## config.mk

```make
export PLATFORM = sky130hd
export DESIGN_NAME = luma_text_overlay
export DESIGN_NICKNAME = d
export VERILOG_FILES = /design/src/hw/rtl/lto_pkg.sv /design/src/hw/rtl/luma_text_overlay.sv /design/src/hw/rtl/lto_cfg.sv /design/src/hw/rtl/lto_lane.sv
export SDC_FILE = /design/constraint.sdc
export NUM_CORES = 2
export LEC_CHECK = 0
export ABC_AREA = 0
export ABC_CLOCK_PERIOD_IN_PS = 11200
export BUFFER_PORTS_ARGS = -buffer_cell sky130_fd_sc_hd__buf_2
export CAP_MARGIN = 5
export CORE_MARGIN = 1.5
export CORE_UTILIZATION = 55
export CTS_CLUSTER_DIAMETER = 50
export DETAILED_ROUTE_END_ITERATION = 10
export PLACE_DENSITY = 0.78
export REMOVE_ABC_BUFFERS = 1
export SKIP_LAST_GASP = 1
export SLEW_MARGIN = 20
export SYNTH_ARGS = -nofsm -noshare
export SYNTH_HDL_FRONTEND = slang
export SYNTH_SLANG_ARGS = --single-unit
```

## constraint.sdc

```tcl
create_clock -name clk -period 11.2 [get_ports clk]
set_input_delay 1.12 -clock clk [delete_from_list [all_inputs] [get_ports clk]]
set_output_delay 1.12 -clock clk [all_outputs]
set_load 0.1 [all_outputs]
```

## src/hw/rtl/lto_pkg.sv

```systemverilog
`default_nettype none

package lto_pkg;

	// fixed field widths
	localparam int LUMA_W    = 8;
	localparam int SCALE_W   = 4;
	localparam int CODE_W    = 4;
	localparam int LEN_W     = 5;
	localparam int CFG_W     = 64;
	localparam int CFG_IDX_W = 3;
	localparam int SCALE_MAX = 15;

	// scale multiples 1*s .. 8*s
	localparam int N_MUL = 8;
	localparam int MUL_W = 7;
	// font cell row and column indexes
	localparam int ROW_W = 3;
	localparam int COL_W = 3;
	localparam int FONT_ROWS = 7;
	localparam int FONT_COLS = 5;

	localparam logic [LUMA_W-1:0] LUMA_GLYPH = 8'd235;
	localparam logic [LUMA_W-1:0] LUMA_BOX   = 8'd32;

	localparam logic [CODE_W-1:0] CODE_DIGIT_MAX = 4'd9;
	localparam logic [CODE_W-1:0] CODE_COLON     = 4'd10;
	localparam logic [CODE_W-1:0] CODE_DOT       = 4'd11;

	typedef enum logic [CFG_IDX_W-1:0] {
		REG_ORIGIN_X    = 3'd0,
		REG_ORIGIN_Y    = 3'd1,
		REG_GLYPH_SCALE = 3'd2,
		REG_TEXT_CODES  = 3'd3,
		REG_TEXT_LENGTH = 3'd4
	} lto_reg_e;

	// overlay on, and mul[k] = (k+1) * scale
	typedef struct packed {
		logic                           en;
		logic [N_MUL-1:0][MUL_W-1:0]    mul;
	} lto_scale_t;

	// 5x7 font: digits 0-9, colon, dot; bit 4 is the leftmost column
	localparam logic [FONT_COLS-1:0] FONT [0:11][0:6] = '{
		'{5'h0e, 5'h11, 5'h13, 5'h15, 5'h19, 5'h11, 5'h0e},
		'{5'h04, 5'h0c, 5'h04, 5'h04, 5'h04, 5'h04, 5'h0e},
		'{5'h0e, 5'h11, 5'h01, 5'h02, 5'h04, 5'h08, 5'h1f},
		'{5'h1e, 5'h01, 5'h01, 5'h0e, 5'h01, 5'h01, 5'h1e},
		'{5'h02, 5'h06, 5'h0a, 5'h12, 5'h1f, 5'h02, 5'h02},
		'{5'h1f, 5'h10, 5'h10, 5'h1e, 5'h01, 5'h01, 5'h1e},
		'{5'h06, 5'h08, 5'h10, 5'h1e, 5'h11, 5'h11, 5'h0e},
		'{5'h1f, 5'h01, 5'h02, 5'h04, 5'h08, 5'h08, 5'h08},
		'{5'h0e, 5'h11, 5'h11, 5'h0e, 5'h11, 5'h11, 5'h0e},
		'{5'h0e, 5'h11, 5'h11, 5'h0f, 5'h01, 5'h02, 5'h0c},
		'{5'h00, 5'h04, 5'h04, 5'h00, 5'h04, 5'h04, 5'h00},
		'{5'h00, 5'h00, 5'h00, 5'h00, 5'h00, 5'h0c, 5'h0c}
	};

	// one font row; blanks and rows past the glyph are empty
	function automatic logic [FONT_COLS-1:0] font_row(input logic [CODE_W-1:0] code,
			input logic [ROW_W-1:0] row);
		logic [FONT_COLS-1:0] bits;
		bits = '0;
		if (code <= CODE_DOT && row < ROW_W'(FONT_ROWS)) begin
			bits = FONT[code][row];
		end
		return bits;
	endfunction

endpackage

`default_nettype wire

```

## src/hw/rtl/luma_text_overlay.sv

```systemverilog
`default_nettype none

// Channel   Handshake             Payload
// in        in_valid / in_ready   pixel_x, pixel_y, luma_in
// out       out_valid / out_ready luma_out, pixel_x_out, pixel_y_out
// cfg       cfg_wr_en             cfg_index, cfg_data
//
// Four-stage pipeline, one pixel per cycle while out_ready does not stall it; out_valid is the stage 4 valid bit.
// Stage 1 registers the input, stage 2 does the box and font-row compares, stage 3
// the per-char column compares, stage 4 the font lookup and luma select.
// Per-character cursors are rebuilt from the registers in two stages after a write.
// Each stage takes a new item whenever it is empty or its item moves on, so bubbles
// close up under an output stall. Reset clears the valid bits and loads the
// register reset values.

module luma_text_overlay #(
	parameter int MAX_CHARS  = 16,
	parameter int COORD_BITS = 12
) (
	input  wire logic                             clk,
	input  wire logic                             arst_n,
	input  wire logic                             in_valid,
	output logic                                  in_ready,
	input  wire logic [COORD_BITS-1:0]            pixel_x,
	input  wire logic [COORD_BITS-1:0]            pixel_y,
	input  wire logic [lto_pkg::LUMA_W-1:0]       luma_in,
	output logic                                  out_valid,
	input  wire logic                             out_ready,
	output logic [lto_pkg::LUMA_W-1:0]            luma_out,
	output logic [COORD_BITS-1:0]                 pixel_x_out,
	output logic [COORD_BITS-1:0]                 pixel_y_out,
	input  wire logic                             cfg_wr_en,
	input  wire logic [lto_pkg::CFG_IDX_W-1:0]    cfg_index,
	input  wire logic [lto_pkg::CFG_W-1:0]        cfg_data
);
	import lto_pkg::*;

	localparam int XW = $clog2((1 << COORD_BITS) + 6 * SCALE_MAX * MAX_CHARS
		+ 2 * SCALE_MAX);

	logic [COORD_BITS-1:0]  origin_x;
	logic [COORD_BITS-1:0]  origin_y;
	logic [SCALE_W-1:0]     scale;
	lto_scale_t             scale_info;
	logic [XW-1:0]          box_w;
	logic [MAX_CHARS-1:0]   lane_on;
	logic [MAX_CHARS-1:0][CODE_W-1:0] codes;
	logic [MAX_CHARS-1:0][XW-1:0]     cursor;
	logic [MAX_CHARS-1:0]   lane_hit;

	logic valid_s1, valid_s2, valid_s3, valid_s4;
	logic ready_s1, ready_s2, ready_s3, ready_s4;

	logic [COORD_BITS-1:0]  px_s1, py_s1, px_s2, py_s2, px_s3, py_s3, px_s4, py_s4;
	logic [LUMA_W-1:0]      luma_s1, luma_s2, luma_s3, luma_s4;
	logic                   box_s2, box_s3;
	logic                   row_in_s2, row_in_s3;
	logic [ROW_W-1:0]       row_s2, row_s3;

	logic [XW-1:0]          px_sh, py_sh;
	logic                   box_d;
	logic signed [XW:0]     dy;
	logic [XW-1:0]          dy_mag;
	logic                   row_in_d;
	logic [ROW_W-1:0]       row_d;
	logic [LUMA_W-1:0]      luma_d;

	lto_cfg #(
		.MAX_CHARS  (MAX_CHARS),
		.COORD_BITS (COORD_BITS),
		.XW         (XW)
	) u_cfg (
		.clk        (clk),
		.arst_n     (arst_n),
		.cfg_wr_en  (cfg_wr_en),
		.cfg_index  (cfg_index),
		.cfg_data   (cfg_data),
		.origin_x   (origin_x),
		.origin_y   (origin_y),
		.scale      (scale),
		.scale_info (scale_info),
		.box_w      (box_w),
		.lane_on    (lane_on),
		.codes      (codes),
		.cursor     (cursor)
	);

	// stage readiness; a stage moves when empty or when the next one takes its item
	assign ready_s4 = !valid_s4 || out_ready;
	assign ready_s3 = !valid_s3 || ready_s4;
	assign ready_s2 = !valid_s2 || ready_s3;
	assign ready_s1 = !valid_s1 || ready_s2;
	assign in_ready = ready_s1;

	always_ff @(posedge clk or negedge arst_n) begin
		if (!arst_n) begin
			valid_s1 <= 1'b0;
			valid_s2 <= 1'b0;
			valid_s3 <= 1'b0;
			valid_s4 <= 1'b0;
		end else begin
			if (ready_s1) valid_s1 <= in_valid;
			if (ready_s2) valid_s2 <= valid_s1;
			if (ready_s3) valid_s3 <= valid_s2;
			if (ready_s4) valid_s4 <= valid_s3;
		end
	end

	// stage 1: input register
	always_ff @(posedge clk) begin
		if (ready_s1 && in_valid) begin
			px_s1   <= pixel_x;
			py_s1   <= pixel_y;
			luma_s1 <= luma_in;
		end
	end

	// stage 2: background box and font row, shifted by one scale unit to stay unsigned
	always_comb begin
		px_sh = XW'(px_s1) + XW'(scale);
		py_sh = XW'(py_s1) + XW'(scale);
		box_d = scale_info.en
			&& (px_sh >= XW'(origin_x)) && (px_sh < XW'(origin_x) + box_w)
			&& (py_sh >= XW'(origin_y))
			&& (XW'(py_s1) < XW'(origin_y) + XW'(scale_info.mul[N_MUL-1]));
		dy = $signed({1'b0, XW'(py_s1)}) - $signed({1'b0, XW'(origin_y)});
		dy_mag = dy[XW-1:0];
		row_in_d = !dy[XW] && (dy_mag < XW'(scale_info.mul[FONT_ROWS-1]));
		row_d = '0;
		for (int k = 0; k < FONT_ROWS - 1; k++) begin
			row_d = row_d + ROW_W'(dy_mag >= XW'(scale_info.mul[k]));
		end
	end

	always_ff @(posedge clk) begin
		if (ready_s2 && valid_s1) begin
			px_s2     <= px_s1;
			py_s2     <= py_s1;
			luma_s2   <= luma_s1;
			box_s2    <= box_d;
			row_in_s2 <= row_in_d;
			row_s2    <= row_d;
		end
	end

	// stage 3: one lane per char holds the font column
	always_ff @(posedge clk) begin
		if (ready_s3 && valid_s2) begin
			px_s3     <= px_s2;
			py_s3     <= py_s2;
			luma_s3   <= luma_s2;
			box_s3    <= box_s2;
			row_in_s3 <= row_in_s2;
			row_s3    <= row_s2;
		end
	end

	for (genvar i = 0; i < MAX_CHARS; i++) begin : g_lane
		lto_lane #(
			.COORD_BITS (COORD_BITS),
			.XW         (XW)
		) u_lane (
			.clk        (clk),
			.load_s3    (ready_s3 && valid_s2),
			.px_s2      (px_s2),
			.cursor     (cursor[i]),
			.scale_info (scale_info),
			.code       (codes[i]),
			.lane_on    (lane_on[i]),
			.row_in_s3  (row_in_s3),
			.row_s3     (row_s3),
			.hit        (lane_hit[i])
		);
	end

	// stage 4: luma select into the output register
	always_comb begin
		if (scale_info.en && (|lane_hit)) begin
			luma_d = LUMA_GLYPH;
		end else if (box_s3) begin
			luma_d = LUMA_BOX;
		end else begin
			luma_d = luma_s3;
		end
	end

	always_ff @(posedge clk) begin
		if (ready_s4 && valid_s3) begin
			px_s4   <= px_s3;
			py_s4   <= py_s3;
			luma_s4 <= luma_d;
		end
	end

	assign out_valid   = valid_s4;
	assign luma_out    = luma_s4;
	assign pixel_x_out = px_s4;
	assign pixel_y_out = py_s4;

endmodule

`default_nettype wire

```

## src/hw/rtl/lto_cfg.sv

```systemverilog
`default_nettype none

module lto_cfg #(
	parameter int MAX_CHARS  = 16,
	parameter int COORD_BITS = 12,
	parameter int XW         = 13
) (
	input  wire logic                                   clk,
	input  wire logic                                   arst_n,
	input  wire logic                                   cfg_wr_en,
	input  wire logic [lto_pkg::CFG_IDX_W-1:0]          cfg_index,
	input  wire logic [lto_pkg::CFG_W-1:0]              cfg_data,
	output logic [COORD_BITS-1:0]                       origin_x,
	output logic [COORD_BITS-1:0]                       origin_y,
	output logic [lto_pkg::SCALE_W-1:0]                 scale,
	output lto_pkg::lto_scale_t                         scale_info,
	output logic [XW-1:0]                               box_w,
	output logic [MAX_CHARS-1:0]                        lane_on,
	output logic [MAX_CHARS-1:0][lto_pkg::CODE_W-1:0]   codes,
	output logic [MAX_CHARS-1:0][XW-1:0]                cursor
);
	import lto_pkg::*;

	localparam int STEP_W = $clog2(6 * MAX_CHARS);
	localparam int WF_W   = $clog2(6 * MAX_CHARS + 3);
	localparam int BW_W   = WF_W + SCALE_W;

	logic [COORD_BITS-1:0]  origin_x_q;
	logic [COORD_BITS-1:0]  origin_y_q;
	logic [SCALE_W-1:0]     scale_q;
	logic [CFG_W-1:0]       codes_q;
	logic [LEN_W-1:0]       length_q;

	logic [LEN_W-1:0]       n_len;
	logic [WF_W-1:0]        width_units;
	logic [MAX_CHARS-1:0]   is_digit;
	logic [MAX_CHARS-1:0][STEP_W-1:0] step_d;
	lto_scale_t             scale_d;

	lto_scale_t             scale_info_q;
	logic [BW_W-1:0]        box_w_q;
	logic [MAX_CHARS-1:0]   lane_on_q;
	logic [MAX_CHARS-1:0][STEP_W-1:0] step_q;
	logic [MAX_CHARS-1:0][XW-1:0]     cursor_q;

	// register file
	always_ff @(posedge clk or negedge arst_n) begin
		if (!arst_n) begin
			origin_x_q <= COORD_BITS'(24);
			origin_y_q <= COORD_BITS'(24);
			scale_q    <= SCALE_W'(4);
			codes_q    <= '0;
			length_q   <= '0;
		end else if (cfg_wr_en) begin
			case (lto_reg_e'(cfg_index))
				REG_ORIGIN_X:    origin_x_q <= cfg_data[COORD_BITS-1:0];
				REG_ORIGIN_Y:    origin_y_q <= cfg_data[COORD_BITS-1:0];
				REG_GLYPH_SCALE: scale_q    <= cfg_data[SCALE_W-1:0];
				REG_TEXT_CODES:  codes_q    <= cfg_data;
				REG_TEXT_LENGTH: length_q   <= cfg_data[LEN_W-1:0];
				default: ;
			endcase
		end
	end

	// first derived stage: clamp length, scale multiples, box width, steps
	always_comb begin
		n_len = (length_q > LEN_W'(MAX_CHARS)) ? LEN_W'(MAX_CHARS) : length_q;
		width_units = WF_W'(n_len) * WF_W'(6) + WF_W'(2);
		scale_d.en = (scale_q != '0);
		for (int k = 0; k < N_MUL; k++) begin
			scale_d.mul[k] = MUL_W'(scale_q) * MUL_W'(k + 1);
		end
		for (int j = 0; j < MAX_CHARS; j++) begin
			is_digit[j] = (codes_q[CODE_W*j +: CODE_W] <= CODE_DIGIT_MAX);
		end
	end

	// cursor step of char i in scale units: 4 per char plus 2 per earlier digit
	for (genvar i = 0; i < MAX_CHARS; i++) begin : g_step
		localparam logic [MAX_CHARS-1:0] LOW_MASK = MAX_CHARS'((64'd1 << i) - 64'd1);
		assign step_d[i] = STEP_W'(4 * i)
			+ (STEP_W'($countones(is_digit & LOW_MASK)) << 1);
	end

	always_ff @(posedge clk) begin
		scale_info_q <= scale_d;
		box_w_q      <= BW_W'(scale_q) * BW_W'(width_units);
		step_q       <= step_d;
		for (int i = 0; i < MAX_CHARS; i++) begin
			lane_on_q[i] <= (n_len > LEN_W'(i));
		end
	end

	// second derived stage: absolute cursor of each char
	always_ff @(posedge clk) begin
		for (int i = 0; i < MAX_CHARS; i++) begin
			cursor_q[i] <= XW'(origin_x_q) + XW'(scale_q) * XW'(step_q[i]);
		end
	end

	always_comb begin
		for (int i = 0; i < MAX_CHARS; i++) begin
			codes[i] = codes_q[CODE_W*i +: CODE_W];
		end
	end

	assign origin_x   = origin_x_q;
	assign origin_y   = origin_y_q;
	assign scale      = scale_q;
	assign scale_info = scale_info_q;
	assign box_w      = XW'(box_w_q);
	assign lane_on    = lane_on_q;
	assign cursor     = cursor_q;

endmodule

`default_nettype wire

```

## src/hw/rtl/lto_lane.sv

```systemverilog
`default_nettype none

module lto_lane #(
	parameter int COORD_BITS = 12,
	parameter int XW         = 13
) (
	input  wire logic                        clk,
	input  wire logic                        load_s3,
	input  wire logic [COORD_BITS-1:0]       px_s2,
	input  wire logic [XW-1:0]               cursor,
	input  wire lto_pkg::lto_scale_t         scale_info,
	input  wire logic [lto_pkg::CODE_W-1:0]  code,
	input  wire logic                        lane_on,
	input  wire logic                        row_in_s3,
	input  wire logic [lto_pkg::ROW_W-1:0]   row_s3,
	output logic                             hit
);
	import lto_pkg::*;

	logic signed [XW:0]  dx;
	logic [XW-1:0]       dx_mag;
	logic                col_in;
	logic [COL_W-1:0]    col;
	logic                col_in_s3;
	logic [COL_W-1:0]    col_s3;
	logic [FONT_COLS-1:0] bits;

	// column of the font cell under the pixel, relative to this char
	always_comb begin
		dx = $signed({1'b0, XW'(px_s2)}) - $signed({1'b0, cursor});
		dx_mag = dx[XW-1:0];
		col_in = !dx[XW] && (dx_mag < XW'(scale_info.mul[FONT_COLS-1]));
		col = '0;
		for (int k = 0; k < FONT_COLS - 1; k++) begin
			col = col + COL_W'(dx_mag >= XW'(scale_info.mul[k]));
		end
	end

	always_ff @(posedge clk) begin
		if (load_s3) begin
			col_in_s3 <= col_in;
			col_s3    <= col;
		end
	end

	// font lookup
	always_comb begin
		bits = font_row(code, row_s3);
		hit  = lane_on && col_in_s3 && row_in_s3 && bits[COL_W'(FONT_COLS - 1) - col_s3];
	end

endmodule

`default_nettype wire

```

==> key figures <==
Synthesis
  • Synth Cell Area: 0.0652 mm²
  • Synth Register Bits: 611
  • Mapped Avg Cell Area: 8.73 µm²
  • Cell taking the most area after synthesis: ha_1
  • Yosys top cell area share: 0.219
  • Distinct cell type count after synthesis: 93
  • Synth async-reset ratio: 0.165
  • Warnings from Yosys: 0
  • Cell count after synthesis: 7469
  • Post-synth EDFFs: 202
  • Ys flop type: dfxtp_1
  • Largest cells by area after synthesis: ha_1 22%, dfxtp_1 9.5%, edfxtp_1 9.3%
  • Seq/Total Area, Yosys: 0.227

Global routing
  • Grt ovf: 0
  • Vias in the first global route: 54600
  • Total track usage: 0.323
  • Initial antenna violation count: 5
  • Largest net degree at the start of global routing: 144
  • First-pass GRT wire length: 306 mm

Floorplanning
  • Starting Density: 0.553
  • Core ar.: 0.118 mm²
  • # rows: 126
  • Die W: 347 µm
  • Die Y: 347 µm
  • Die area: 0.121 mm²
  • I/O Pins: 138

Clock network
  • Num Clock Sinks: 611
  • Num CTS Buffers: 94
  • CTS tree: yes
  • Post-CTS setup buffers: 0
  • Gates resized, CTS repair: 0
  • CTS clock-pin slew for the worst setup and hold paths: 0.06 ns
  • # hold bufs at CTS: 0
  • Max clock buf depth: 3
  • Skew-Pair Late Insertion Delay: 0.72 ns
  • Clk root buf: clkbuf_16
  • H-tree Lvls: 3

Timing
  • Clock skew: 0.0302 ns
  • Final Hold Slack: 0.418 ns
  • Fmax achieved: 147 MHz
  • RSZ-0062 raised after global routing: no
  • Final Max Tran Viols: 0
  • Final period util: 0.606
  • Hold Vio Cnt, Final: 0
  • Worst-margin pin slew: 1.17 ns
  • Final setup fails: 0
  • Min Tclk post-route: 6.78 ns
  • Setup_tns: 0 ns
  • Slew headroom: 0.201

Placed design
  • Hpwl dp: 141 mm
  • Placed instance area: 0.0674 mm²
  • Placer Congestion: 0.970
  • Port bufs: 137

Detailed routing
  • Via density: 6.15
  • DRC Markers: 0
  • WL per Instance: 21.8 µm
  • Antenna viol nets, final: 0
  • Initial drt markers: 5404
  • Routed via count: 56200
  • DR pass1 iterations: 8
  • Final wirelength: 199 mm

Worst hold path
  • Tightest Hold Check Type: reg2reg

Critical path
  • Critical path class: reg2reg
  • Critical path arrival: 7.37 ns
  • CP startpoint kind: flop
  • Crit path required time: 11.79 ns
  • Crit. End Element: flop
  • Largest fanout on the critical path: 14

Power
  • Sequential power share: 0.165
  • Combinational group share of total power: 0.712
  • Peak supply drop: 0.354 mV
  • Fraction of power spent switching nets: 0.492
  • Cell Pwr Density: 341 mW/mm²
  • Pint: 0.0122 W
  • P_leak: 32.9 nW
  • Net Sw Power: 0.0118 W
  • Clock power frac: 0.123
  • Overall power: 0.0241 W

Outcome
  • Status: completed

Final layout
  • Share of layout cells above drive strength 1: 0.0714
  • Filler Cell Count: 9955
  • Post-route cell area: 0.0706 mm²
  • Area Growth Syn to Fin: 8.30%
  • Nets: 9027

Run
  • Max Cap Viol: 0
cell usage in the layout, fill, tap and decap left out, types with 29 or more instances in the layout:
master and count:
nand2b_1 191, nor3_1 97, o31ai_1 29, buf_2 136
o211ai_1 81, mux2i_1 65, a31oi_1 61, fa_1 257
and2_1 181, a311oi_1 30, a21oi_1 516, a21o_1 141
o21bai_1 66, a211oi_1 74, mux2_2 86, inv_1 902
buf_4 86, clkbuf_16 95, xnor2_1 235, nand3_1 130
nor2b_1 217, a221oi_1 30, ha_1 1143, dfxtp_1 307
nand2_1 548, o311ai_0 39, nand4_1 50, xor2_1 88
o21ai_0 423, a21boi_0 54, nor2_1 335, dfrtp_1 89
o21a_1 68, edfxtp_1 202
metal layers:
metal / routed length (µm) / global-route usage / up-vias
met5: 24 / 0 / -
met4: 11000 / 0.164 / 4
met3: 18100 / 0.0587 / 606
met2: 88200 / 0.518 / 2608
met1: 81900 / 0.417 / 26700
li1: - / - / 26300
logic make-up (layout without fill, tap and decap cells):
group                    after synthesis  count (layout)  share of synthesized area
other                                  0               1                          0
XOR/XNOR                             323             323                     0.0434
AND/OR/NAND/NOR                     1918            1918                      0.148
adder cells (fa/ha/maj)             1402            1402                      0.299
buffers and inverters               1178            1313                     0.0700
AO/OA/AOI/OAI                       1880            1880                      0.186
multiplexers                         157             157                     0.0269
flip-flops                           611             611                      0.227
worst paths after layout:
path	from	end	slack, ns	depth (start not counted)
max	u_cfg.codes[1]	u_cfg.step_q[96]	4.42	22
min	luma_s2[0]	luma_s3[0]	0.42	0
max reg2reg	u_cfg.codes[1]	u_cfg.step_q[96]	4.42	22
min reg2reg	luma_s2[0]	luma_s3[0]	0.42	0
max in group asynchronous	arst_n	u_cfg.codes[35]	9.38	2
min in group asynchronous	arst_n	valid_s1	0.49	1
registers in the layout (all words and copies together) (netlist names), 10 cells and up:
register	flops
u_cfg.origin_x	12
py_s3	12
py_s1	12
u_cfg.codes	64
py_s2	12
u_cfg.step_q	70
g_lane.u_lane.col_s3	48
pixel_y_out	12
g_lane.u_lane.col_in_s3	16
px_s3	12
u_cfg.scale_info	20
u_cfg.cursor	192
pixel_x_out	12
px_s1	12
u_cfg.box_w_q	10
px_s2	12
u_cfg.lane_on	16
u_cfg.origin_y	12
synth_stat cells, types with 68 or more instances:
| library cell | count |
|---|---|
| a211oi_1 | 74 |
| xnor2_1 | 235 |
| nor2_1 | 335 |
| o21a_1 | 68 |
| dfxtp_1 | 308 |
| o211ai_1 | 81 |
| buf_2 | 83 |
| nor3_1 | 97 |
| nor2b_1 | 220 |
| ha_1 | 1143 |
| o21ai_0 | 425 |
| nand2b_1 | 192 |
| inv_1 | 906 |
| clkbuf_1 | 163 |
| fa_1 | 257 |
| edfxtp_1 | 202 |
| nand2_1 | 548 |
| mux2_2 | 86 |
| a21o_1 | 141 |
| nand3_1 | 131 |
| dfrtp_1 | 96 |
| and2_1 | 183 |
| a21oi_1 | 516 |
| xor2_1 | 88 |
final cells by class:
cell class / instances / area (µm²) / share of cell area
Antenna cell: 1 / 2.50 / 0.0000355
Clock buffer: 109 / 2470 / 0.0350
Clock inverter: 68 / 723 / 0.0102
Inverter: 911 / 3420 / 0.0484
Multi-Input combinational cell: 5680 / 45900 / 0.650
Sequential cell: 611 / 14800 / 0.209
Tap cell: 1536 / 1920 / 0.0272
Timing Repair Buffer: 225 / 1380 / 0.0195
per-stage QoR:
step / worst slack (ns) / util / cells
after floorplan: 1.53 / - / 7202
after global placement: 4.61 / 0.572 / 8963
after detailed placement: 4.51 / 0.572 / 8963
after CTS: 4.50 / 0.599 / 9140
after global routing: 4.03 / 0.599 / 9140
final: 4.42 / 0.599 / 9141
power by group through the flow:
stage                     clock network [W]  logic, W  registers (W)
after CTS                           0.00299    0.0169        0.00395
after global placement                    0    0.0161        0.00398
after global routing                0.00308    0.0194        0.00404
after floorplan                           0    0.0127        0.00393
after detailed placement                  0    0.0167        0.00399
final                               0.00296    0.0171        0.00398
critical path, cell delays in order (launching register included):
cell      delay [ns]
dfrtp_1         0.58
inv_1           0.21
ha_1            0.36
nor2_1          0.15
o21a_1          0.33
inv_1           0.12
ha_1            0.34
fa_1            0.44
ha_1            0.41
inv_1           0.15
fa_1            0.50
inv_1           0.09
ha_1            0.14
inv_1           0.05
fa_1            0.95
inv_1           0.26
ha_1            0.54
inv_1           0.13
o21bai_1        0.42
xnor2_1         0.19
o31ai_1         0.10
nand2_1         0.08
o221ai_1        0.10
Note: power is estimated with default switching activity, not from simulation.
